<file path="src/rtl/core/mts_pkg.sv">
// ----------------------------------------------------------------------------
// mts_pkg: shared types and constants of the markup tag strip core
// Command codes, the status bundle, parser mode codes, character codes and
// the escape table used by the controller, the datapath and the matcher.
// ----------------------------------------------------------------------------
package mts_pkg;

	// Commands issued by the controller to the datapath.
	typedef logic [2:0] cmd_op_t;
	localparam cmd_op_t CMD_NONE  = 3'd0;
	localparam cmd_op_t CMD_IN    = 3'd1;
	localparam cmd_op_t CMD_QUEUE = 3'd2;
	localparam cmd_op_t CMD_FLUSH = 3'd3;
	localparam cmd_op_t CMD_FINAL = 3'd4;

	// Status returned by the datapath to the controller.
	typedef struct packed {
		logic out_free;
		logic queue_empty;
		logic esc_open;
	} dp_status_t;

	// Parser modes.
	typedef logic [1:0] mode_t;
	localparam mode_t MODE_TEXT = 2'd0;
	localparam mode_t MODE_TAG  = 2'd1;
	localparam mode_t MODE_ESC  = 2'd2;

	// Character codes.
	localparam logic [7:0] CH_LT    = 8'h3C;
	localparam logic [7:0] CH_GT    = 8'h3E;
	localparam logic [7:0] CH_AMP   = 8'h26;
	localparam logic [7:0] CH_B     = 8'h62;
	localparam logic [7:0] CH_R     = 8'h72;
	localparam logic [7:0] CH_SPACE = 8'h20;
	localparam logic [7:0] CH_SLASH = 8'h2F;
	localparam logic [7:0] CH_LF    = 8'h0A;
	localparam logic [7:0] CH_TAB   = 8'h09;

	// Results one string byte may produce; further characters are counted only.
	localparam int MAX_RESULTS = 8;

	// Escape table text, first character in the lowest byte.
	function automatic logic [63:0] esc_text(input logic [3:0] idx);
		logic [63:0] t;
		case (idx)
			4'd0:    t = 64'({">", "r", "b", "<"});
			4'd1:    t = 64'({">", CH_TAB, "<"});
			4'd2:    t = 64'({";", "t", "g"});
			4'd3:    t = 64'({";", "t", "l"});
			4'd4:    t = 64'({";", "p", "m", "a"});
			4'd5:    t = 64'({";", "t", "o", "u", "q"});
			4'd6:    t = 64'({";", "t", "o", "u", "q", "d"});
			default: t = '0;
		endcase
		return t;
	endfunction

	// Escape text length; zero marks an unused slot.
	function automatic logic [3:0] esc_len(input logic [3:0] idx);
		logic [3:0] n;
		case (idx)
			4'd0:    n = 4'd4;
			4'd1:    n = 4'd3;
			4'd2:    n = 4'd3;
			4'd3:    n = 4'd3;
			4'd4:    n = 4'd4;
			4'd5:    n = 4'd5;
			4'd6:    n = 4'd6;
			default: n = 4'd0;
		endcase
		return n;
	endfunction

	// Character produced by a full escape match.
	function automatic logic [7:0] esc_value(input logic [3:0] idx);
		logic [7:0] v;
		case (idx)
			4'd0:    v = CH_LF;
			4'd1:    v = CH_TAB;
			4'd2:    v = CH_GT;
			4'd3:    v = CH_LT;
			4'd4:    v = CH_AMP;
			4'd5:    v = 8'h27;
			4'd6:    v = 8'h22;
			default: v = 8'h00;
		endcase
		return v;
	endfunction

endpackage

</file>
<file path="src/rtl/core/mts_esc_match.sv">
// ----------------------------------------------------------------------------
// mts_esc_match: escape table comparator
// Compares the held escape bytes against every table entry in parallel and
// reports the first full match in table order and whether any prefix remains.
// ----------------------------------------------------------------------------
module mts_esc_match #(
	parameter int ESCAPE_COUNT  = 7,
	parameter int PENDING_DEPTH = 6
) (
	input  logic [PENDING_DEPTH*8-1:0] held,
	input  logic [3:0]                 count,
	output logic                       full,
	output logic [7:0]                 value,
	output logic                       candidate
);
	import mts_pkg::*;

	// Each entry compares its first count characters; the lowest full hit wins.
	always_comb begin
		logic [63:0] txt;
		logic [3:0]  len;
		logic        eq;
		full      = 1'b0;
		value     = 8'h00;
		candidate = 1'b0;
		for (int i = 0; i < ESCAPE_COUNT; i++) begin
			txt = esc_text(4'(i));
			len = esc_len(4'(i));
			eq  = 1'b1;
			for (int j = 0; j < PENDING_DEPTH; j++) begin
				if ((4'(j) < count) && (held[j*8 +: 8] != txt[j*8 +: 8])) begin
					eq = 1'b0;
				end
			end
			if ((len != 4'd0) && (count <= len) && eq) begin
				if (count == len) begin
					if (!full) begin
						full  = 1'b1;
						value = esc_value(4'(i));
					end
				end else begin
					candidate = 1'b1;
				end
			end
		end
	end

endmodule

</file>
<file path="src/rtl/core/mts_datapath.sv">
// ----------------------------------------------------------------------------
// mts_datapath: parser state, escape hold buffer and output stage
// Executes one controller command per cycle: a new byte, a replayed byte,
// an end-of-string escape flush or the closing beat of a string.
// ----------------------------------------------------------------------------
module mts_datapath #(
	parameter int ESCAPE_COUNT  = 7,
	parameter int PENDING_DEPTH = 6,
	parameter int LENGTH_BITS   = 16
) (
	input  logic                                  clk,
	input  logic                                  arst_n,
	input  mts_pkg::cmd_op_t                      cmd,
	input  logic [7:0]                            in_byte,
	output mts_pkg::dp_status_t                   status,
	output logic                                  m_axis_tvalid,
	input  logic                                  m_axis_tready,
	output logic [((LENGTH_BITS + 16) / 8) * 8-1:0] m_axis_tdata,
	output logic                                  m_axis_tlast
);
	import mts_pkg::*;

	localparam int IW      = $clog2(PENDING_DEPTH);
	localparam int CW      = $clog2(PENDING_DEPTH + 1);
	localparam int TDATA_W = ((LENGTH_BITS + 16) / 8) * 8;

	// Control state.
	mode_t                  mode_q, mode_d;
	logic [1:0]             tpos_q, tpos_d;
	logic                   bm_q, bm_d;
	logic [IW-1:0]          pc_q, pc_d;
	logic [CW-1:0]          qn_q, qn_d;
	logic [LENGTH_BITS-1:0] len_q, len_d;
	logic [3:0]             en_q, en_d;
	logic                   hold_v_q, hold_v_d;
	logic                   ov_q;

	// Payload state.
	logic [7:0]             held_q [PENDING_DEPTH];
	logic [7:0]             held_d [PENDING_DEPTH];
	logic [7:0]             hold_b_q;
	logic [7:0]             o_byte_q;
	logic                   o_vbit_q;
	logic                   o_last_q;
	logic [LENGTH_BITS-1:0] o_len_q;

	logic                   from_q;
	logic [7:0]             cur;
	logic [CW-1:0]          qn_after;
	logic [PENDING_DEPTH*8-1:0] match_bytes;
	logic [3:0]             esc_c;
	logic                   esc_full;
	logic [7:0]             esc_val;
	logic                   esc_cand;
	logic                   esc_miss;
	logic                   emit_do;
	logic [7:0]             emit_ch;
	logic [CW-1:0]          shift_amt;
	logic                   wr_en;
	logic [3:0]             en_base;
	logic                   store;
	logic                   push_hold;
	logic                   out_free;

	// Byte under work: the new beat or the head of the replay queue.
	assign from_q   = (cmd == CMD_QUEUE);
	assign cur      = from_q ? held_q[pc_q] : in_byte;
	assign qn_after = qn_q - CW'(from_q);

	// Held escape bytes with the current byte placed after them.
	always_comb begin
		for (int j = 0; j < PENDING_DEPTH; j++) begin
			match_bytes[j*8 +: 8] = (IW'(j) == pc_q) ? cur : held_q[j];
		end
	end
	assign esc_c = 4'(pc_q) + 4'd1;

	mts_esc_match #(
		.ESCAPE_COUNT (ESCAPE_COUNT),
		.PENDING_DEPTH(PENDING_DEPTH)
	) u_match (
		.held     (match_bytes),
		.count    (esc_c),
		.full     (esc_full),
		.value    (esc_val),
		.candidate(esc_cand)
	);

	assign esc_miss = !esc_full && (!esc_cand || (esc_c >= 4'(PENDING_DEPTH)));

	// Parser next state per command.
	always_comb begin
		mode_d    = mode_q;
		tpos_d    = tpos_q;
		bm_d      = bm_q;
		pc_d      = pc_q;
		qn_d      = qn_q;
		emit_do   = 1'b0;
		emit_ch   = 8'h00;
		shift_amt = '0;
		wr_en     = 1'b0;
		case (cmd)
			CMD_IN, CMD_QUEUE: begin
				case (mode_q)
					MODE_TAG: begin
						if (tpos_q == 2'd0) begin
							bm_d = (cur == CH_B);
						end else if (tpos_q == 2'd1) begin
							bm_d = bm_q && (cur == CH_R);
						end else if (tpos_q == 2'd2) begin
							if (bm_q && ((cur == CH_SPACE) || (cur == CH_SLASH) ||
								(cur == CH_GT))) begin
								emit_do = 1'b1;
								emit_ch = CH_LF;
							end
							bm_d = 1'b0;
						end
						if (tpos_q != 2'd3) begin
							tpos_d = tpos_q + 2'd1;
						end
						if (cur == CH_GT) begin
							mode_d = MODE_TEXT;
						end
						if (from_q) begin
							shift_amt = CW'(1);
							qn_d      = qn_after;
						end
					end
					MODE_ESC: begin
						qn_d = qn_after;
						if (esc_full) begin
							emit_do   = 1'b1;
							emit_ch   = esc_val;
							mode_d    = MODE_TEXT;
							pc_d      = '0;
							shift_amt = CW'(pc_q) + CW'(1);
						end else if (esc_miss) begin
							// Give up the escape and replay the held bytes as text.
							emit_do = 1'b1;
							emit_ch = CH_AMP;
							mode_d  = MODE_TEXT;
							pc_d    = '0;
							qn_d    = CW'(pc_q) + CW'(1) + qn_after;
							wr_en   = 1'b1;
						end else begin
							pc_d  = pc_q + IW'(1);
							wr_en = 1'b1;
						end
					end
					default: begin
						if (cur == CH_LT) begin
							mode_d = MODE_TAG;
							tpos_d = 2'd0;
							bm_d   = 1'b0;
						end else if (cur == CH_AMP) begin
							mode_d = MODE_ESC;
							pc_d   = '0;
						end else begin
							emit_do = 1'b1;
							emit_ch = cur;
						end
						if (from_q) begin
							shift_amt = CW'(1);
							qn_d      = qn_after;
						end
					end
				endcase
			end
			CMD_FLUSH: begin
				emit_do = 1'b1;
				emit_ch = CH_AMP;
				mode_d  = MODE_TEXT;
				qn_d    = CW'(pc_q);
				pc_d    = '0;
			end
			CMD_FINAL: begin
				mode_d = MODE_TEXT;
				tpos_d = 2'd0;
				bm_d   = 1'b0;
				pc_d   = '0;
				qn_d   = '0;
			end
			default: begin
			end
		endcase
	end

	// Hold buffer: drop consumed bytes from the front, append the escape byte.
	always_comb begin
		int k;
		for (int j = 0; j < PENDING_DEPTH; j++) begin
			k = j + int'(shift_amt);
			held_d[j] = (k < PENDING_DEPTH) ? held_q[IW'(k)] : held_q[j];
		end
		if (wr_en) begin
			held_d[pc_q] = cur;
		end
	end

	// Result bookkeeping: one character waits in the hold slot so that the
	// closing beat of a string can carry the last flag.
	assign out_free  = !ov_q || m_axis_tready;
	assign en_base   = (cmd == CMD_IN) ? 4'd0 : en_q;
	assign store     = emit_do && (en_base < 4'(MAX_RESULTS));
	assign push_hold = hold_v_q && ((cmd == CMD_IN) || store);

	always_comb begin
		en_d     = en_base + 4'(store);
		hold_v_d = hold_v_q;
		len_d    = len_q;
		if (store) begin
			hold_v_d = 1'b1;
		end else if ((cmd == CMD_IN) || (cmd == CMD_FINAL)) begin
			hold_v_d = 1'b0;
		end
		if (emit_do && (len_q != '1)) begin
			len_d = len_q + LENGTH_BITS'(1);
		end
		if (cmd == CMD_FINAL) begin
			len_d = '0;
			en_d  = 4'd0;
		end
	end

	// Control registers.
	always_ff @(posedge clk or negedge arst_n) begin
		if (!arst_n) begin
			mode_q   <= MODE_TEXT;
			tpos_q   <= 2'd0;
			bm_q     <= 1'b0;
			pc_q     <= '0;
			qn_q     <= '0;
			len_q    <= '0;
			en_q     <= 4'd0;
			hold_v_q <= 1'b0;
			ov_q     <= 1'b0;
		end else begin
			mode_q   <= mode_d;
			tpos_q   <= tpos_d;
			bm_q     <= bm_d;
			pc_q     <= pc_d;
			qn_q     <= qn_d;
			len_q    <= len_d;
			en_q     <= en_d;
			hold_v_q <= hold_v_d;
			if (push_hold || (cmd == CMD_FINAL)) begin
				ov_q <= 1'b1;
			end else if (m_axis_tready) begin
				ov_q <= 1'b0;
			end
		end
	end

	// Payload registers.
	always_ff @(posedge clk) begin
		held_q <= held_d;
		if (store) begin
			hold_b_q <= emit_ch;
		end
		if (cmd == CMD_FINAL) begin
			o_byte_q <= hold_v_q ? hold_b_q : 8'h00;
			o_vbit_q <= hold_v_q;
			o_last_q <= 1'b1;
			o_len_q  <= len_q;
		end else if (push_hold) begin
			o_byte_q <= hold_b_q;
			o_vbit_q <= 1'b1;
			o_last_q <= 1'b0;
			o_len_q  <= '0;
		end
	end

	assign status.out_free    = out_free;
	assign status.queue_empty = (qn_q == '0);
	assign status.esc_open    = (mode_q == MODE_ESC);

	assign m_axis_tvalid = ov_q;
	assign m_axis_tdata  = TDATA_W'({o_len_q, o_vbit_q, o_byte_q});
	assign m_axis_tlast  = o_last_q;

endmodule

</file>
<file path="src/rtl/core/mts_ctrl.sv">
// ----------------------------------------------------------------------------
// mts_ctrl: command sequencer of the markup tag strip core
// Takes input beats, schedules replay of abandoned escapes and closes each
// string with a flush of open escapes and a final beat.
// ----------------------------------------------------------------------------
module mts_ctrl (
	input  logic                clk,
	input  logic                arst_n,
	input  logic                s_axis_tvalid,
	output logic                s_axis_tready,
	input  logic                s_axis_tlast,
	input  mts_pkg::dp_status_t status,
	output mts_pkg::cmd_op_t    cmd
);
	import mts_pkg::*;

	localparam logic ST_IDLE  = 1'b0;
	localparam logic ST_DRAIN = 1'b1;

	logic state_q;
	logic state_d;

	// Replay has priority over new beats; every command needs a free output stage.
	always_comb begin
		state_d       = state_q;
		cmd           = CMD_NONE;
		s_axis_tready = 1'b0;
		case (state_q)
			ST_IDLE: begin
				if (!status.queue_empty) begin
					if (status.out_free) begin
						cmd = CMD_QUEUE;
					end
				end else begin
					s_axis_tready = status.out_free;
					if (s_axis_tvalid && status.out_free) begin
						cmd = CMD_IN;
						if (s_axis_tlast) begin
							state_d = ST_DRAIN;
						end
					end
				end
			end
			ST_DRAIN: begin
				if (status.out_free) begin
					if (!status.queue_empty) begin
						cmd = CMD_QUEUE;
					end else if (status.esc_open) begin
						cmd = CMD_FLUSH;
					end else begin
						cmd     = CMD_FINAL;
						state_d = ST_IDLE;
					end
				end
			end
			default: begin
				state_d = ST_IDLE;
			end
		endcase
	end

	always_ff @(posedge clk or negedge arst_n) begin
		if (!arst_n) begin
			state_q <= ST_IDLE;
		end else begin
			state_q <= state_d;
		end
	end

endmodule

</file>
<file path="src/rtl/core/markup_tag_strip_unescape_core.sv">
// ----------------------------------------------------------------------------
// markup_tag_strip_unescape_core: markup tag stripper and escape decoder
// Turns a markup byte stream into plain text, one input byte per beat.
// ----------------------------------------------------------------------------
// A plain byte or a tag byte passes the parser once. After '&' the bytes
// are held in a PENDING_DEPTH deep buffer and matched against the escape
// table; when they cannot form an escape, '&' goes out and the held bytes
// are replayed through the parser one by one. The last byte of a string is
// followed by a closing beat; an escape still open at that point is first
// given up, and its held bytes are replayed. The output register holds a
// single entry, the parser takes one command per cycle, and any stall on
// the output side holds the parser. The closing beat carries tlast and the
// saturating output length; a string that produces no text still gets one
// closing beat with the valid bit low.
// ----------------------------------------------------------------------------
module markup_tag_strip_unescape_core #(
	parameter int ESCAPE_COUNT  = 7,
	parameter int PENDING_DEPTH = 6,
	parameter int LENGTH_BITS   = 16
) (
	input  logic                                    clk,
	input  logic                                    arst_n,
	input  logic                                    s_axis_tvalid,
	output logic                                    s_axis_tready,
	input  logic [7:0]                              s_axis_tdata,  // in_byte
	input  logic                                    s_axis_tlast,  // in_last
	output logic                                    m_axis_tvalid,
	input  logic                                    m_axis_tready,
	// out_byte [7:0], out_valid [8], total_length [LENGTH_BITS+8:9], zero pad
	output logic [((LENGTH_BITS + 16) / 8) * 8-1:0] m_axis_tdata,
	output logic                                    m_axis_tlast   // out_last
);
	import mts_pkg::*;

	cmd_op_t    cmd;
	dp_status_t status;

	// Sequencer.
	mts_ctrl u_ctrl (
		.clk          (clk),
		.arst_n       (arst_n),
		.s_axis_tvalid(s_axis_tvalid),
		.s_axis_tready(s_axis_tready),
		.s_axis_tlast (s_axis_tlast),
		.status       (status),
		.cmd          (cmd)
	);

	// Parser, hold buffer and output stage.
	mts_datapath #(
		.ESCAPE_COUNT (ESCAPE_COUNT),
		.PENDING_DEPTH(PENDING_DEPTH),
		.LENGTH_BITS  (LENGTH_BITS)
	) u_dp (
		.clk          (clk),
		.arst_n       (arst_n),
		.cmd          (cmd),
		.in_byte      (s_axis_tdata),
		.status       (status),
		.m_axis_tvalid(m_axis_tvalid),
		.m_axis_tready(m_axis_tready),
		.m_axis_tdata (m_axis_tdata),
		.m_axis_tlast (m_axis_tlast)
	);

`ifndef SYNTHESIS
	// New beats are taken only when no replay is pending.
	a_ready_queue: assert property (@(posedge clk) disable iff (!arst_n)
		s_axis_tready |-> status.queue_empty)
		else $error("input ready while replay bytes are pending");

	// No command is issued unless the output stage can take a beat.
	a_cmd_out_free: assert property (@(posedge clk) disable iff (!arst_n)
		(cmd != CMD_NONE) |-> status.out_free)
		else $error("command issued while output stage is blocked");

	// Closing a string always presents a last beat next cycle.
	a_final_last: assert property (@(posedge clk) disable iff (!arst_n)
		(cmd == CMD_FINAL) |=> (m_axis_tvalid && m_axis_tlast))
		else $error("closing beat missing after final command");
`endif

endmodule
</file>
<file path="config.mk">
export PLATFORM = sky130hd
export DESIGN_NAME = markup_tag_strip_unescape_core
export DESIGN_NICKNAME = d
export VERILOG_FILES = /design/src/rtl/core/mts_pkg.sv /design/src/rtl/core/mts_esc_match.sv /design/src/rtl/core/mts_datapath.sv /design/src/rtl/core/mts_ctrl.sv /design/src/rtl/core/markup_tag_strip_unescape_core.sv
export SDC_FILE = /design/constraint.sdc
export NUM_CORES = 1
export LEC_CHECK = 0
export BUFFER_PORTS_ARGS = -buffer_cell sky130_fd_sc_hd__buf_4
export CORE_UTILIZATION = 50
export DETAILED_ROUTE_END_ITERATION = 16
export PLACE_DENSITY = 0.81
export SLEW_MARGIN = 10
export SYNTH_ARGS = -nofsm -noshare
export SYNTH_HDL_FRONTEND = slang
export SYNTH_SLANG_ARGS = --single-unit
export TNS_END_PERCENT = 50
</file>
<file path="constraint.sdc">
create_clock -name clk -period 5.9 [get_ports clk]
set_input_delay 0.295 -clock clk [delete_from_list [all_inputs] [get_ports clk]]
set_output_delay 0.295 -clock clk [all_outputs]
set_load 0.05 [all_outputs]
</file>
# Word level (Yosys, flattened, before mapping)

Cells that the tools add are included.

Bits in registers: 116
Bits of input ports: 13
Output and inout bits: 35
Word-level logic and storage cells: 415

Add/subtract/negate cells: 12
Magnitude comparators: 26
Equality and inequality tests: 62
Mux-type cells: 213
Bitwise logic cells: 8
Reductions and logical operators: 73

Operators by type and width:

| cell                                                                           | count |
|---|---|
| 8-bit 2-to-1 mux                                                               | 56 |
| 8-bit binary-select mux with 3-bit select                                      | 7 |
| 32-bit by 4-bit less-than comparator with 1-bit output (second input constant) | 5 |
| 8-bit by 7-bit inequality test with 1-bit output (second input constant)       | 17 |
| 1-bit 2-to-1 mux                                                               | 100 |
| 16-bit 2-to-1 mux                                                              | 4 |
| 8-bit by 6-bit inequality test with 1-bit output (second input constant)       | 7 |
| 48-bit bitwise mux                                                             | 1 |
| 48-bit 2-to-1 mux                                                              | 1 |
| 3-bit 2-to-1 mux                                                               | 15 |
| 1-bit logical AND                                                              | 43 |
| 8-bit by 6-bit == test with 1-bit output (second input constant)               | 5 |
| 8-bit one-hot mux with 2 select lines                                          | 2 |
| 8-bit demux with 3-bit select                                                  | 1 |
| 3-bit by 4-bit >= comparator with 1-bit output (second input constant)         | 6 |
| 8-bit nonzero test                                                             | 3 |
| 3-bit inverter                                                                 | 6 |
| 3-bit one-hot mux with 2 select lines                                          | 3 |
| 16-bit by 1-bit adder with 16-bit output (second input constant)               | 1 |
| 8-bit by 7-bit == test with 1-bit output (second input constant)               | 2 |
| 2-bit 2-to-1 mux                                                               | 8 |
| 4-bit 2-to-1 mux                                                               | 4 |
| 16-bit inequality test (second input constant)                                 | 1 |
| 2-bit one-hot mux with 2 select lines                                          | 4 |
| other kinds (50)                                                               | 92 |

# Longest topological paths before layout

Gate-level depths: netlist of the first run.

Word-level depth: 43
Gate-level depth with buffers: 25
Mapped depth without buffers: 19

# Cells and area by module

From an unflattened synthesis of the first run, not the netlist that was laid out.

Cell total of the unflattened synthesis: 1118
Area total of the unflattened synthesis: 9391.5 um^2

By module, submodules not included:

| module        | instances | cells each | area each (um^2) | seq. area each (um^2) |
|---|---|---|---|---|
| mts_datapath  | 1         | 989        | 8448.1           | 2797.7 |
| mts_esc_match | 1         | 119        | 859.6            | 0.0 |
| mts_ctrl      | 1         | 10         | 83.8             | 25.0 |

# Least setup slack after synthesis of the first run

OpenSTA, ideal clock, no wires.

Path type: reg-to-reg
From: reg u_dp.pc_q[1]
To: reg u_dp.o_byte_q[0], enable pin
Library setup time: 0.382 ns
Arrival time: 5.096 ns
Required time: 5.518 ns
Slack: 0.422 ns
Cell stages (with the launch flop): 20
Path buffers: 4
Period minus slack after synthesis: 5.478 ns
Cell sequence: dfrtp_1 -> buf_2 -> buf_2 -> inv_1 -> ha_1 -> clkbuf_1 -> nor2b_1 -> a31oi_1 -> a31oi_1 -> o41ai_2 -> o211ai_1 -> nor4_1 -> o2111ai_1 -> or4_1 -> nand4_1 -> clkbuf_1 -> o21ai_0 -> a31oi_1 -> o21ai_0 -> nand2_1

Word-level cells in the longest chain between the ends: 39
Elaborated cells on any way between the ends: 191
Classes of those cells: 1 x add/sub; 11 x order compare; 39 x eq/ne; 89 x mux; 1 x bitwise; 50 x reduce/logical

RTL lines:

| element                                                | RTL line            | text |
|---|---|---|
| start, declared                                        | mts_datapath.sv:31  | `logic [IW-1:0] pc_q, pc_d;` |
| start signal, assigned                                 | mts_datapath.sv:241 | `pc_q <= pc_d;` |
| 3-bit inverter with 4-bit output (implied by the code) | mts_datapath.sv:67  | `assign cur = from_q ? held_q[pc_q] : in_byte;` |
| 8-bit binary-select mux with 3-bit select              | mts_datapath.sv:67  |  |
| 8-bit 2-to-1 mux (implied by the code) (2 in a row)    | mts_datapath.sv:67  |  |
| 8-bit 2-to-1 mux                                       | mts_datapath.sv:67  |  |
| 8-bit 2-to-1 mux                                       | mts_datapath.sv:73  | `match_bytes[j*8 +: 8] = (IW'(j) == pc_q) ? cur : held_q[j];` |
| 8-bit by 6-bit inequality test with 1-bit output       | mts_esc_match.sv:31 | `if ((4'(j) < count) && (held[j*8 +: 8] != txt[j*8 +: 8])) begin` |
| 1-bit logical AND                                      | mts_esc_match.sv:31 |  |
| 1-bit 2-to-1 mux (6 in a row)                          | mts_esc_match.sv:31 |  |
| [... 17 more ...]                                      | n/a                 |  |
| 1-bit 2-to-1 mux                                       | mts_datapath.sv:137 | `end else if (esc_miss) begin` |
| 1-bit 2-to-1 mux                                       | mts_datapath.sv:131 | `if (esc_full) begin` |
| 1-bit one-hot mux with 2 select lines (*)              | mts_datapath.sv:104 | `case (mode_q)` |
| 1-bit one-hot mux with 2 select lines (*)              | mts_datapath.sv:102 | `case (cmd)` |
| 1-bit logical AND (*)                                  | mts_datapath.sv:204 | `assign store = emit_do && (en_base < 4'(MAX_RESULTS));` |
| 1-bit logical OR (*)                                   | mts_datapath.sv:205 | `assign push_hold = hold_v_q && ((cmd == CMD_IN) \|\| store);` |
| 1-bit logical AND (*)                                  | mts_datapath.sv:205 |  |
| 2-bit nonzero test (no line) (*)                       | n/a                 |  |
| end signal, assigned                                   | mts_datapath.sv:261 | `o_byte_q <= hold_v_q ? hold_b_q : 8'h00;` |
| end signal, assigned                                   | mts_datapath.sv:266 | `o_byte_q <= hold_b_q;` |
| end, declared                                          | mts_datapath.sv:42  | `logic [7:0] o_byte_q;` |

Mark *: on every way between the ends. The rest lies on a longest branch, timed or not. The select of a mux whose other input is x is not followed.
A chain may end at the register's enable or synchronous reset.

==> results of run 1 <==
==> cell type report <==
class / instances / area share, %
clock buffers: 17 / 4.059
clock inverters: 15 / 1.767
inverters: 33 / 1.182
multi-input cells: 839 / 54.10
flip-flops and latches: 116 / 26.94
well taps: 225 / 2.686
repair buffers: 124 / 9.263
==> what timing repair did <==
action / in CTS / in global routing
hold endpoints to repair: 34 / 0
setup buffers: 0 / 1
hold buffers: 1 / 0
resized for setup: 0 / 2
setup endpoints to repair: 0 / 8
==> flip-flops by register name, summed over array words and instances, names as in the netlist <==
register and count:
u_dp.qn_q 3, u_dp.hold_b_q 8, u_dp.bm_q 1, u_dp.tpos_q 2, u_dp.pc_q 3, u_dp.en_q 4, u_ctrl.state_q 1, u_dp.hold_v_q 1
u_dp.o_len_q 16, u_dp.o_vbit_q 1, u_dp.m_axis_tvalid 1, u_dp.o_byte_q 8, u_dp.len_q 16, u_dp.held_q 48, u_dp.mode_q 2, u_dp.m_axis_tlast 1
==> tightest hold or removal path, delay by kind of cell <==
kind	cells	cell delay [ns]
buf+inv	1	0.09
compound gates	1	0.08
simple gates	1	0.09
==> power groups by stage <==
stage / registers (mW) / clock network (mW) / logic, mW
2_1_floorplan: 1.66 / 0 / 2.01
3_3_place_gp: 1.49 / 0 / 3.46
3_5_place_dp: 1.49 / 0 / 3.48
4_1_cts: 1.48 / 1.10 / 3.51
5_1_grt: 1.52 / 1.13 / 3.83
6_report: 1.51 / 1.10 / 3.64
==> cell usage after synthesis (8+ instances only) <==
cell type  number  area, µm²
ha_1           20      250.2
dfrtp_1        34      850.8
a31oi_1        36      225.2
a21o_1         12      90.09
and3_1         18      112.6
mux4_2          9      202.7
mux2_2         13      146.4
buf_4          13      97.59
nor3_1         35      175.2
mux2i_1        42      420.4
a21oi_1        45      225.2
nor2_1         92      345.3
o31ai_1        12      90.09
inv_1          29      108.9
a211oi_1       12      90.09
nand3_1        34      170.2
nand2_1       122      457.9
clkbuf_1       44      165.2
o22ai_1         9      56.30
o32a_1          8      80.08
or4_1           8      60.06
or3_1          16      100.1
nor4_1          8      50.05
and2_1         13      81.33
buf_2          15      75.07
a22oi_1        18      135.1
edfxtp_1       33      991.0
dfxtp_1        49      980.9
o211ai_1       12      90.09
nor2b_1        19      118.9
a2bb2oi_1      14      122.6
o21ai_0        46      230.2
nand4_1        15      93.84
a221oi_1       10      87.58
==> per-layer routing <==
layer  part of all wire [%]  wire (µm)  vias up
li1                       -          -     4187
met1                     40      14650     4582
met2                     43      15680      694
met3                     12       4506      157
met4                    4.9       1784        2
met5                  0.027         10        -
==> cell families (layout without fill, tap and decap cells) <==
family / after synthesis / in the layout
buffers and inverters: 114 / 189
XOR/XNOR: 10 / 10
AND/OR/NAND/NOR: 414 / 414
adder cells (fa/ha/maj): 21 / 21
AO/OA/AOI/OAI: 317 / 317
multiplexers: 70 / 70
flip-flops: 116 / 116
other: 1 / 7
==> cells in the final DEF, fill, tap and decap left out, types with 8 or more instances in the layout <==
| cell | instances |
|---|---|
| o22ai_1 | 9 |
| dfxtp_1 | 49 |
| clkbuf_16 | 17 |
| o211ai_1 | 12 |
| buf_4 | 120 |
| mux4_2 | 9 |
| or3_1 | 16 |
| a211oi_1 | 12 |
| mux2_2 | 13 |
| a31oi_1 | 36 |
| ha_1 | 20 |
| o32a_1 | 8 |
| inv_1 | 29 |
| dfrtp_1 | 33 |
| a21oi_1 | 45 |
| mux2i_1 | 42 |
| nand4_1 | 15 |
| o31ai_1 | 12 |
| and2_1 | 13 |
| or4_1 | 8 |
| a21o_1 | 12 |
| a2bb2oi_1 | 14 |
| nor2_1 | 92 |
| and3_1 | 18 |
| nor2b_1 | 19 |
| a22oi_1 | 18 |
| nor3_1 | 35 |
| edfxtp_1 | 33 |
| nand2_1 | 122 |
| o21ai_0 | 46 |
| nand3_1 | 34 |
| a221oi_1 | 10 |
==> worst min path at each step <==
stage                     end  slack, ns
4_1_cts        u_ctrl.state_q       0.15
6_report       u_ctrl.state_q       0.16
5_1_grt        u_ctrl.state_q       0.20
2_1_floorplan  u_ctrl.state_q    -0.0006
3_3_place_gp    u_dp.len_q[6]       0.28
3_5_place_dp    u_dp.len_q[6]       0.28
==> metrics by stage <==
| step | TNS, ns | power [mW] |
|---|---|---|
| after floorplan | 0 | 3.673 |
| after global routing | -0.1096 | 6.478 |
| after detailed placement | 0 | 4.971 |
| after global placement | 0 | 4.952 |
| after CTS | 0 | 6.088 |
| final | 0 | 6.251 |
==> key figures, run 1 <==
STA
  – Final setup fails: 0
  – Final setup margin: 0.2593 ns
  – Slew Viols, Final: 0
  – Final Skew: 0.01943 ns
  – WHS: 0.1601 ns
  – Period minus WS final: 5.641 ns
  – Normalized max-slew margin: 47.29%
  – Final worst-path cycle share: 95.61%
  – Worst-Margin Slew: 0.7870 ns
  – Final Hold Violating Endpoints: 0
  – Max frequency: 177.3 MHz

Worst setup path
  – R2r endpoint: u_dp.held_q[19]
  – CP max-delay cell: dfrtp_1
  – CP Max Fanout: 14
  – Crit Path Class: flop to flop
  – WP depth: 17
  – Worst r2r src: u_dp.pc_q[0]
  – Critical Path RT: 6.19 ns
  – CP Launch Type: flop
  – Worst setup path end: u_dp.held_q[19]
  – CP Cell Sequence: clkinv_1, o32ai_1, o21ai_1, buf_4, o41ai_2, o211ai_1, nor4_1, o2111ai_1, or4_1, nand4_1, nand3_1, ha_1, inv_1, a21boi_0, o221ai_2, a221oi_1, a22oi_1
  – WP data arrival: 5.93 ns
  – CP Launch Point: u_dp.pc_q[0]
  – Cell count of the worst reg-to-reg path: 17
  – Cell family with the largest share of critical-path delay: compound AO/OA/AOI/OAI gates
  – Worst path bufs/invs: 3
  – Worst R2R Setup Slack: 0.26 ns
  – Critical path's largest stage delay: 0.68 ns
  – Type of destination of the critical path: flop

Die
  – Core area: 0.01742 mm²
  – DIE WIDTH: 136.1 µm
  – Initial Util: 51.61%
  – Std-Cell Rows: 48
  – Die Ht: 136.1 µm
  – Die Area: 0.01852 mm²
  – Io pins: 48

Pwr
  – Share of power burned in the clock network: 17.7%
  – Pwr Density: 596.4 mW/mm²
  – Share of power burned in registers: 24.1%
  – P_sw: 3.131 mW
  – Sw Share: 50.09%
  – Internal power: 3.120 mW
  – Peak supply drop: 0.0004690 V
  – Leakage power: 4.115 nW
  – Comb power frac: 58.2%

Yosys
  – Cells after Synth: 1063
  – Post-synthesis mux area share: 10.31%
  – Syn. warnings: 0
  – Post-synthesis sequential area ratio: 31.40%
  – Async set-or-reset flop fraction in the synthesized netlist: 29.31%
  – Post-synth EDFFs: 33
  – Synth Area in Compound Gates: 25.50%
  – Ys flop type: dfxtp_1
  – Post-Synth Simple-Gate Area: 22.81%
  – Synth cell types: 98
  – Synth Area in Adders: 3.007%
  – Post-synthesis area per instance: 8.456 µm²
  – Xor/xnor share of the synthesized area: 0.9744%
  – Post-synthesis cell area: 0.008989 mm²
  – Main combinational cell family by area after synthesis: compound AO/OA/AOI/OAI gates
  – #FFs+latches synth: 116

Routing
  – Drt drc: 0
  – Aggregate routed wire length: 36630 µm
  – DRT Pass-1 Iters: 6
  – DR iter-0 viols: 1253
  – Number of routed nets with antenna violations: 0
  – DR vias/cell: 7.028
  – Drt wl/cell: 26.75 µm
  – Vias: 9622

Finish
  – Area Growth Syn to Fin: 16.61%
  – Fill cell count: 1545
  – Multi-input gate area: 0.005670 mm²
  – Final Util: 60.18%
  – ANT cells: 0
  – Final instance area: 0.01048 mm²
  – Layout cells sized above 1: 18.36%
  – Cell Count, Final, Fillers Out: 1369
  – Register area: 0.002824 mm²
  – Final net count: 1165

Clock network
  – Maximum clock path buffer count: 2
  – H-tree depth: 4
  – Clock-pin slew on the worst setup and hold paths: 0.06 ns
  – CTS tree: yes
  – # clock sinks: 116
  – Clock Latency Late Sink: 0.44 ns
  – Root Driver: clkbuf_16
  – Cts bufs inserted: 17

GRT
  – First-pass GRT wire length: 55210 µm
  – GRT busiest layer: met2
  – Grt met3 use: 9.918%
  – Largest net degree at the start of global routing: 35
  – Initial antenna violation count: 1
  – GRT Overall Usage: 40.52%
  – Vias in the first global route: 9049
  – Met1 global-route usage: 55.12%
  – Global Route met2 Usage: 60.15%
  – Gr ovfl total: 0

Min path
  – Hold_sp: s_axis_tlast
  – Min-delay worst type: input port to flop
  – Worst hold stages: 3

Run status
  – Outcome: finished clean

Placement
  – Placed cell areas: 0.009833 mm²
  – Hpwl dp: 26890 µm
  – Place WS: 0.3501 ns
  – Port bufs: 40
  – Dpl cells: 1335
  – Global placement routability congestion: 1.051

Flow run
  – Max Cap Viol: 0
Note: power is estimated with default switching activity, not from simulation.
==> run 2, diff against run 1 <==
Settings changed: ABC_AREA from default to 1.
==> run 2 against run 1 <==
Clock skew decreased by 0.0078 ns. Cell area decreased by 0.11%. Sequential power increased by 9%. Critical path type unchanged. Critical path depth increased by 8. Largest cell class unchanged. Synthesized cell count increased by 46%.
==> key figures, run 2 <==
Run status
  – Outcome: finished clean

Worst setup path
  – Crit Path Class: flop to flop
  – Type of destination of the critical path: flop
  – CP Launch Type: flop
  – WP data arrival: 5.43 ns
  – Critical Path RT: 6.22 ns
  – CP Max Fanout: 22

Die
  – Std-Cell Rows: 49
  – Initial Util: 51.86%
  – Io pins: 48
  – DIE WIDTH: 139.7 µm
  – Die Area: 0.01950 mm²
  – Core area: 0.01827 mm²
  – Die Ht: 139.7 µm

Yosys
  – Post-synthesis sequential area ratio: 29.79%
  – Ys flop type: dfxtp_1
  – Cells after Synth: 1547
  – Synth cell types: 51
  – Area contributors post-synth: nand2_1, edfxtp_1, dfxtp_1
  – Top-area cell type share of the netlist area: 20.17%
  – Post-synthesis cell area: 0.009474 mm²
  – Post-synthesis area per instance: 6.124 µm²
  – Syn. warnings: 0
  – Async set-or-reset flop fraction in the synthesized netlist: 29.31%
  – #FFs+latches synth: 116
  – Post-synth top cells: nand2_1, nor2_1, inv_1
  – Post-synth EDFFs: 33
  – Leading area contributor after synthesis: nand2_1
  – Most common cell in the synthesized netlist: nand2_1

Routing
  – DR iter-0 viols: 1379
  – DR vias/cell: 5.834
  – Aggregate routed wire length: 34540 µm
  – DRT Pass-1 Iters: 6
  – Drt wl/cell: 19.05 µm
  – Number of routed nets with antenna violations: 0
  – Vias: 10580
  – Drt drc: 0

Pwr
  – Final Total Pwr: 6.461 mW
  – Share of power burned in registers: 25.5%
  – Leakage power: 5.111 nW
  – Share of power burned in the clock network: 16.5%
  – Pwr Density: 617.1 mW/mm²
  – P_sw: 3.477 mW
  – Sw Share: 53.81%
  – Peak supply drop: 0.0003380 V
  – Internal power: 2.984 mW
  – Comb power frac: 58.1%

Clock network
  – Cts bufs inserted: 17
  – Maximum clock path buffer count: 2
  – Clock-pin slew on the worst setup and hold paths: 0.06 ns
  – Root Driver: clkbuf_16
  – Post-CTS Setup Inserts: 0
  – # clock sinks: 116
  – H-tree depth: 4
  – Clock Latency Late Sink: 0.43 ns
  – CTS tree: yes

Min path
  – Min-delay worst type: input port to flop

GRT
  – Vias in the first global route: 9571
  – Largest net degree at the start of global routing: 71
  – GRT Overall Usage: 35.42%
  – Met1 global-route usage: 44.55%
  – Grt met3 use: 7.364%
  – GRT busiest layer: met2
  – First-pass GRT wire length: 52970 µm
  – Initial antenna violation count: 0
  – Gr ovfl total: 0
  – Global Route met2 Usage: 56.78%

STA
  – Final setup fails: 0
  – Final Hold Violating Endpoints: 0
  – RSZ-0062 raised after global routing: false
  – Setup_tns: 0 ns
  – Normalized max-slew margin: 46.16%
  – Final worst-path cycle share: 86.64%
  – Max frequency: 195.6 MHz
  – Slew Viols, Final: 0
  – Worst-Margin Slew: 0.8047 ns
  – Final Skew: 0.01159 ns
  – Period minus WS final: 5.112 ns

Finish
  – Area Growth Syn to Fin: 10.51%
  – Fill cell count: 1770
  – Most frequent cells in the layout: nand2_1, nor2_1, inv_1
  – Largest regs: u_dp.held_q: 48 flops, u_dp.len_q: 16 flops, u_dp.o_len_q: 16 flops
  – Multi-input gate area: 0.005623 mm²
  – Final net count: 1605
  – Commonest non-fill, non-tap cell in the layout: nand2_1
  – Max FFs per register: 48
  – Layout cells sized above 1: 9.596%
  – Register area: 0.002823 mm²
  – Largest Register: u_dp.held_q
  – ANT cells: 0
  – Cell Count, Final, Fillers Out: 1813
  – Final Util: 57.31%

Placement
  – Dpl cells: 1780
  – Global placement routability congestion: 1.077
  – Port bufs: 40
  – Hpwl dp: 25700 µm

Flow run
  – Max Cap Viol: 0
run 2: cell count changes after synthesis, moves of 16 or more:
cell and change:
o21ai_1 +36, and3_1 -18, o21ai_0 +36, nor2b_1 -19
a21oi_1 +17, a31oi_1 -34, nor2_1 +89, or3_1 -16
inv_1 +129, mux2i_1 -42, clkbuf_1 -31, nand2_1 +387
nand3_1 +110
run 2: worst max-delay path, stage by stage (launching register included):
cell,delay [ns]
dfrtp_1,0.56
buf_4,0.33
nand3_2,0.37
nor2_1,0.20
nor2_1,0.08
nand3_1,0.09
nand2_1,0.36
nand2_1,0.22
o211ai_2,0.13
nor2_2,0.18
nand2_1,0.07
nand2_1,0.06
nand2_1,0.05
a21oi_1,0.24
nand4_1,0.33
nand4_4,0.29
nand2_4,0.08
nand2_4,0.08
inv_1,0.11
ha_1,0.34
clkinv_1,0.07
nand3_1,0.07
nand2_1,0.29
clkinv_2,0.20
nand2_1,0.11
a21oi_1,0.06
run 2: power groups by stage:
stage / Clock, mW / Sequential (mW) / Combinational, mW
global route: 1.10 / 1.65 / 4.10
floorplan: 0 / 1.78 / 2.39
CTS: 1.07 / 1.62 / 3.65
global placement: 0 / 1.63 / 3.58
detailed placement: 0 / 1.63 / 3.62
finish: 1.06 / 1.65 / 3.75
run 2: through the flow:
step	area [µm²]	hold slack (ns)	worst slack [ns]
after floorplan	9497	-0.0005911	1.805
after global placement	9863	0.2869	1.153
after CTS	10470	0.08956	0.9930
after global routing	10470	0.1364	0.4461
final	10470	0.09531	0.7882
after detailed placement	9863	0.2863	1.011
run 2: logic make-up (layout without fill, tap and decap cells):
| group | count (synthesis) | in the layout | share of synthesized area, % |
|---|---|---|---|
| mux | 1 | 1 | 0.1189 |
| simple gates | 928 | 928 | 41.65 |
| buf+inv | 237 | 268 | 11.09 |
| fa+ha+maj | 21 | 21 | 2.853 |
| flops | 116 | 116 | 29.79 |
| xor+xnor | 17 | 17 | 1.572 |
| compound gates | 226 | 226 | 12.88 |
| other cells | 1 | 7 | 0.03958 |
run 2: area by class of cell:
| cell class | instances | area share [%] |
|---|---|---|
| Tap cell | 229 | 2.737 |
| Timing Repair Buffer | 59 | 4.493 |
| Clock buffer | 17 | 4.063 |
| Sequential cell | 116 | 26.96 |
| Clock inverter | 15 | 1.637 |
| Inverter | 177 | 6.405 |
| Multi-Input combinational cell | 1200 | 53.70 |
run 2: repair_timing:
action	CTS	global route
resized for setup	0	0
endpoints found under the hold margin	34	0
hold buffers	1	0
run 2: path summary, 6_finish.rpt:
| kind | from | end | slack [ns] | cells after the start |
|---|---|---|---|---|
| max | u_dp.pc_q[0] | u_dp.held_q[18] | 0.79 | 25 |
| min | s_axis_tlast | u_ctrl.state_q | 0.1 | 3 |
| max reg2reg | u_dp.pc_q[0] | u_dp.held_q[18] | 0.79 | 25 |
| min reg2reg | u_dp.m_axis_tlast | u_dp.m_axis_tlast | 0.47 | 2 |
| max in group asynchronous | arst_n | u_dp.len_q[12] | 5.19 | 2 |
| min in group asynchronous | arst_n | u_dp.tpos_q[0] | 0.37 | 2 |
run 2: metal layers:
layer,part of all wire (%),vias up
met4,5.7,0
met5,0,-
met1,39,4772
met3,9.8,146
li1,-,5030
met2,45,629
==> run 3, diff against run 2 <==
Settings changed: ABC_AREA 1 to default, CELL_PAD_IN_SITES_DETAIL_PLACEMENT from default to 1, CELL_PAD_IN_SITES_GLOBAL_PLACEMENT from default to 1, CORE_UTILIZATION 50 to 43, PLACE_DENSITY 0.81 to 0.88.
==> run 3 against run 2 <==
Clock skew up 0.0084 ns. Cell area decreased by 0.30%. Global-route usage increased by 2.9 points. Clock power is 6% higher. Combinational power is 3% lower. Worst setup slack worse by 0.54 ns. Routed wire length rose by 18%. Register-to-register slack got worse by 0.54 ns. Flip-flop and latch count unchanged. First-iteration DRC count is 25% lower. Non-clock buffer count is 44 higher. Critical endpoint is now u_dp.held_q[19].
==> key figures, run 3 (synthesized netlist as in run 1, its figures left out) <==
Run status
  – Outcome: finished clean

Finish
  – Most frequent cells in the layout: nand2_1, buf_4, nor2_1
  – Final instance area: 0.01044 mm²
  – Max FFs per register: 48
  – Area Growth Syn to Fin: 16.13%
  – Largest Register: u_dp.held_q
  – Multi-input gate area: 0.005742 mm²
  – Fill cell count: 2386
  – Largest regs: u_dp.held_q: 48 flops, u_dp.len_q: 16 flops, u_dp.o_len_q: 16 flops
  – ANT cells: 0
  – Layout cells sized above 1: 17.81%
  – Final net count: 1144
  – Register area: 0.002824 mm²
  – Commonest non-fill, non-tap cell in the layout: nand2_1

STA
  – Final worst-path cycle share: 95.76%
  – WHS: 0.2303 ns
  – Period minus WS final: 5.650 ns
  – Worst-Margin Slew: 0.9538 ns
  – Final setup fails: 0
  – Final Hold Violating Endpoints: 0
  – RSZ-0062 raised after global routing: true
  – Normalized max-slew margin: 36.42%
  – Max frequency: 177.0 MHz
  – Final setup margin: 0.2502 ns
  – Final Skew: 0.01996 ns
  – Slew Viols, Final: 0

GRT
  – GRT Overall Usage: 38.33%
  – Gr ovfl total: 0
  – First-pass GRT wire length: 61510 µm
  – Initial antenna violation count: 0
  – Largest net degree at the start of global routing: 40
  – Vias in the first global route: 9993

Clock network
  – Root Driver: clkbuf_16
  – H-tree depth: 4
  – # clock sinks: 116
  – Cts bufs inserted: 17
  – Maximum clock path buffer count: 2
  – Clock-pin slew on the worst setup and hold paths: 0.06 ns
  – CTS tree: yes
  – Post-CTS Setup Inserts: 0
  – Clock Latency Late Sink: 0.45 ns

Worst setup path
  – WP data arrival: 5.98 ns
  – Cell count of the worst reg-to-reg path: 18
  – CP max-delay cell: dfrtp_1
  – CP Cell Sequence: buf_4, nand2b_1, o211ai_1, o22ai_2, buf_4, nor3_2, a41oi_1, a2111oi_2, a22oi_1, or3_1, nand4_1, nand3_1, ha_1, nor3_1, nand3_1, a211oi_4, a221oi_1, a22oi_1
  – Critical Path RT: 6.23 ns
  – CP Launch Type: flop
  – Type of destination of the critical path: flop
  – R2r endpoint: u_dp.held_q[19]
  – Crit Path Class: flop to flop
  – Critical path's largest stage delay: 0.52 ns
  – Worst R2R Setup Slack: 0.25 ns
  – Worst r2r src: u_dp.pc_q[1]
  – Worst path bufs/invs: 2
  – Cell family with the largest share of critical-path delay: compound AO/OA/AOI/OAI gates
  – CP Max Fanout: 13

Die
  – Core area: 0.02036 mm²
  – DIE WIDTH: 146.6 µm
  – Die Area: 0.02149 mm²
  – Std-Cell Rows: 52
  – Initial Util: 44.14%
  – Die Ht: 146.6 µm
  – Io pins: 48

Pwr
  – Peak supply drop: 0.0002733 V
  – Pwr Density: 606.6 mW/mm²
  – Leakage power: 4.025 nW
  – Comb power frac: 57.6%
  – Share of power burned in registers: 24.6%
  – P_sw: 3.272 mW
  – Internal power: 3.060 mW
  – Sw Share: 51.67%
  – Share of power burned in the clock network: 17.7%

Routing
  – Vias: 9958
  – DR vias/cell: 7.149
  – DR iter-0 viols: 1041
  – Drt drc: 0
  – Aggregate routed wire length: 40620 µm
  – Drt wl/cell: 29.16 µm
  – DRT Pass-1 Iters: 6
  – Number of routed nets with antenna violations: 0

Min path
  – Hold_sp: s_axis_tlast
  – Min-delay worst type: input port to flop
  – Hold worst-path end: u_ctrl.state_q
  – Worst hold stages: 3

Placement
  – Placed cell areas: 0.009739 mm²
  – Place WS: 0.07903 ns
  – Port bufs: 40
  – Global placement routability congestion: 1.093
  – Hpwl dp: 29410 µm

Flow run
  – Max Cap Viol: 0
==> run 3: changes by cell type in the layout (fill, tap and decap cells not counted), sizes merged, moves of 15 or more <==
cell,previous run,this run
nor2b,0,19
mux4,0,15
a22oi,4,19
a21oi,63,45
nor2,190,92
o21ai,123,51
and3,0,18
inv,179,41
or3,0,17
a31oi,2,36
nand3,150,34
mux2i,0,42
buf,58,102
nand2,525,123
==> run 3: worst max path at each step <==
stage	startpoint	endpoint	slack (ns)	depth (start not counted)
final	u_dp.pc_q[1]	u_dp.held_q[19]	0.25	18
after global routing	u_dp.pc_q[0]	u_dp.held_q[19]	-0.02	18
after CTS	u_dp.pc_q[2]	u_dp.held_q[20]	0.02	17
after detailed placement	u_dp.pc_q[2]	u_dp.held_q[20]	0.08	17
after global placement	u_dp.pc_q[1]	u_dp.held_q[21]	0.16	18
after floorplan	u_dp.pc_q[1]	u_dp.o_byte_q[0]	0.42	19
==> run 3: final cells by class <==
class | count | share of cell area, %
timing repair buffer | 103 | 7.671
clock inverter | 15 | 1.774
inverter | 33 | 1.187
tap | 270 | 3.236
clock buffer | 17 | 4.075
multi-input combinational | 839 | 55.00
sequential | 116 | 27.05
==> run 3: routing by layer <==
metal	vias to the layer above	GRT usage, %	share of wire, %
met5	-	0	0.091
met4	2	22.24	6.1
met3	196	9.344	11
met2	705	57.80	44
met1	4908	49.77	39
li1	4147	-	-
==> run 3: power by group through the flow <==
stage                     Combinational [mW]  Sequential [mW]  Clock (mW)
after floorplan                         2.01             1.66           0
after global placement                  3.36             1.52           0
after detailed placement                3.45             1.54           0
after CTS                               3.49             1.53        1.12
after global routing                    3.80             1.57        1.15
final                                   3.65             1.56        1.12
==> run 3: worst reg2reg max path, cell delays in order, from the launching register on <==
cell	delay [ns]
dfrtp_1	0.52
buf_4	0.26
nand2b_1	0.17
o211ai_1	0.35
o22ai_2	0.24
buf_4	0.25
nor3_2	0.27
a41oi_1	0.28
a2111oi_2	0.38
a22oi_1	0.24
or3_1	0.51
nand4_1	0.28
nand3_1	0.15
ha_1	0.28
nor3_1	0.30
nand3_1	0.19
a211oi_4	0.50
a221oi_1	0.16
a22oi_1	0.23
==> run 3: per-stage QoR <==
step	setup TNS (ns)	power, mW	cells	util (%)
5_1_grt	-0.01948	6.523	1393	51.26
6_report	0	6.332	1393	51.26
4_1_cts	0	6.134	1393	50.87
2_1_floorplan	0	3.673	1069	-
3_3_place_gp	0	4.888	1360	47.83
3_5_place_dp	0	4.987	1360	47.83
==> run 3: timing repair <==
action                                  4_1_cts  5_1_grt
endpoints found under the setup margin        0       44
gates resized for setup                       0       19
hold buffers                                  1        0
endpoints found under the hold margin        34        0
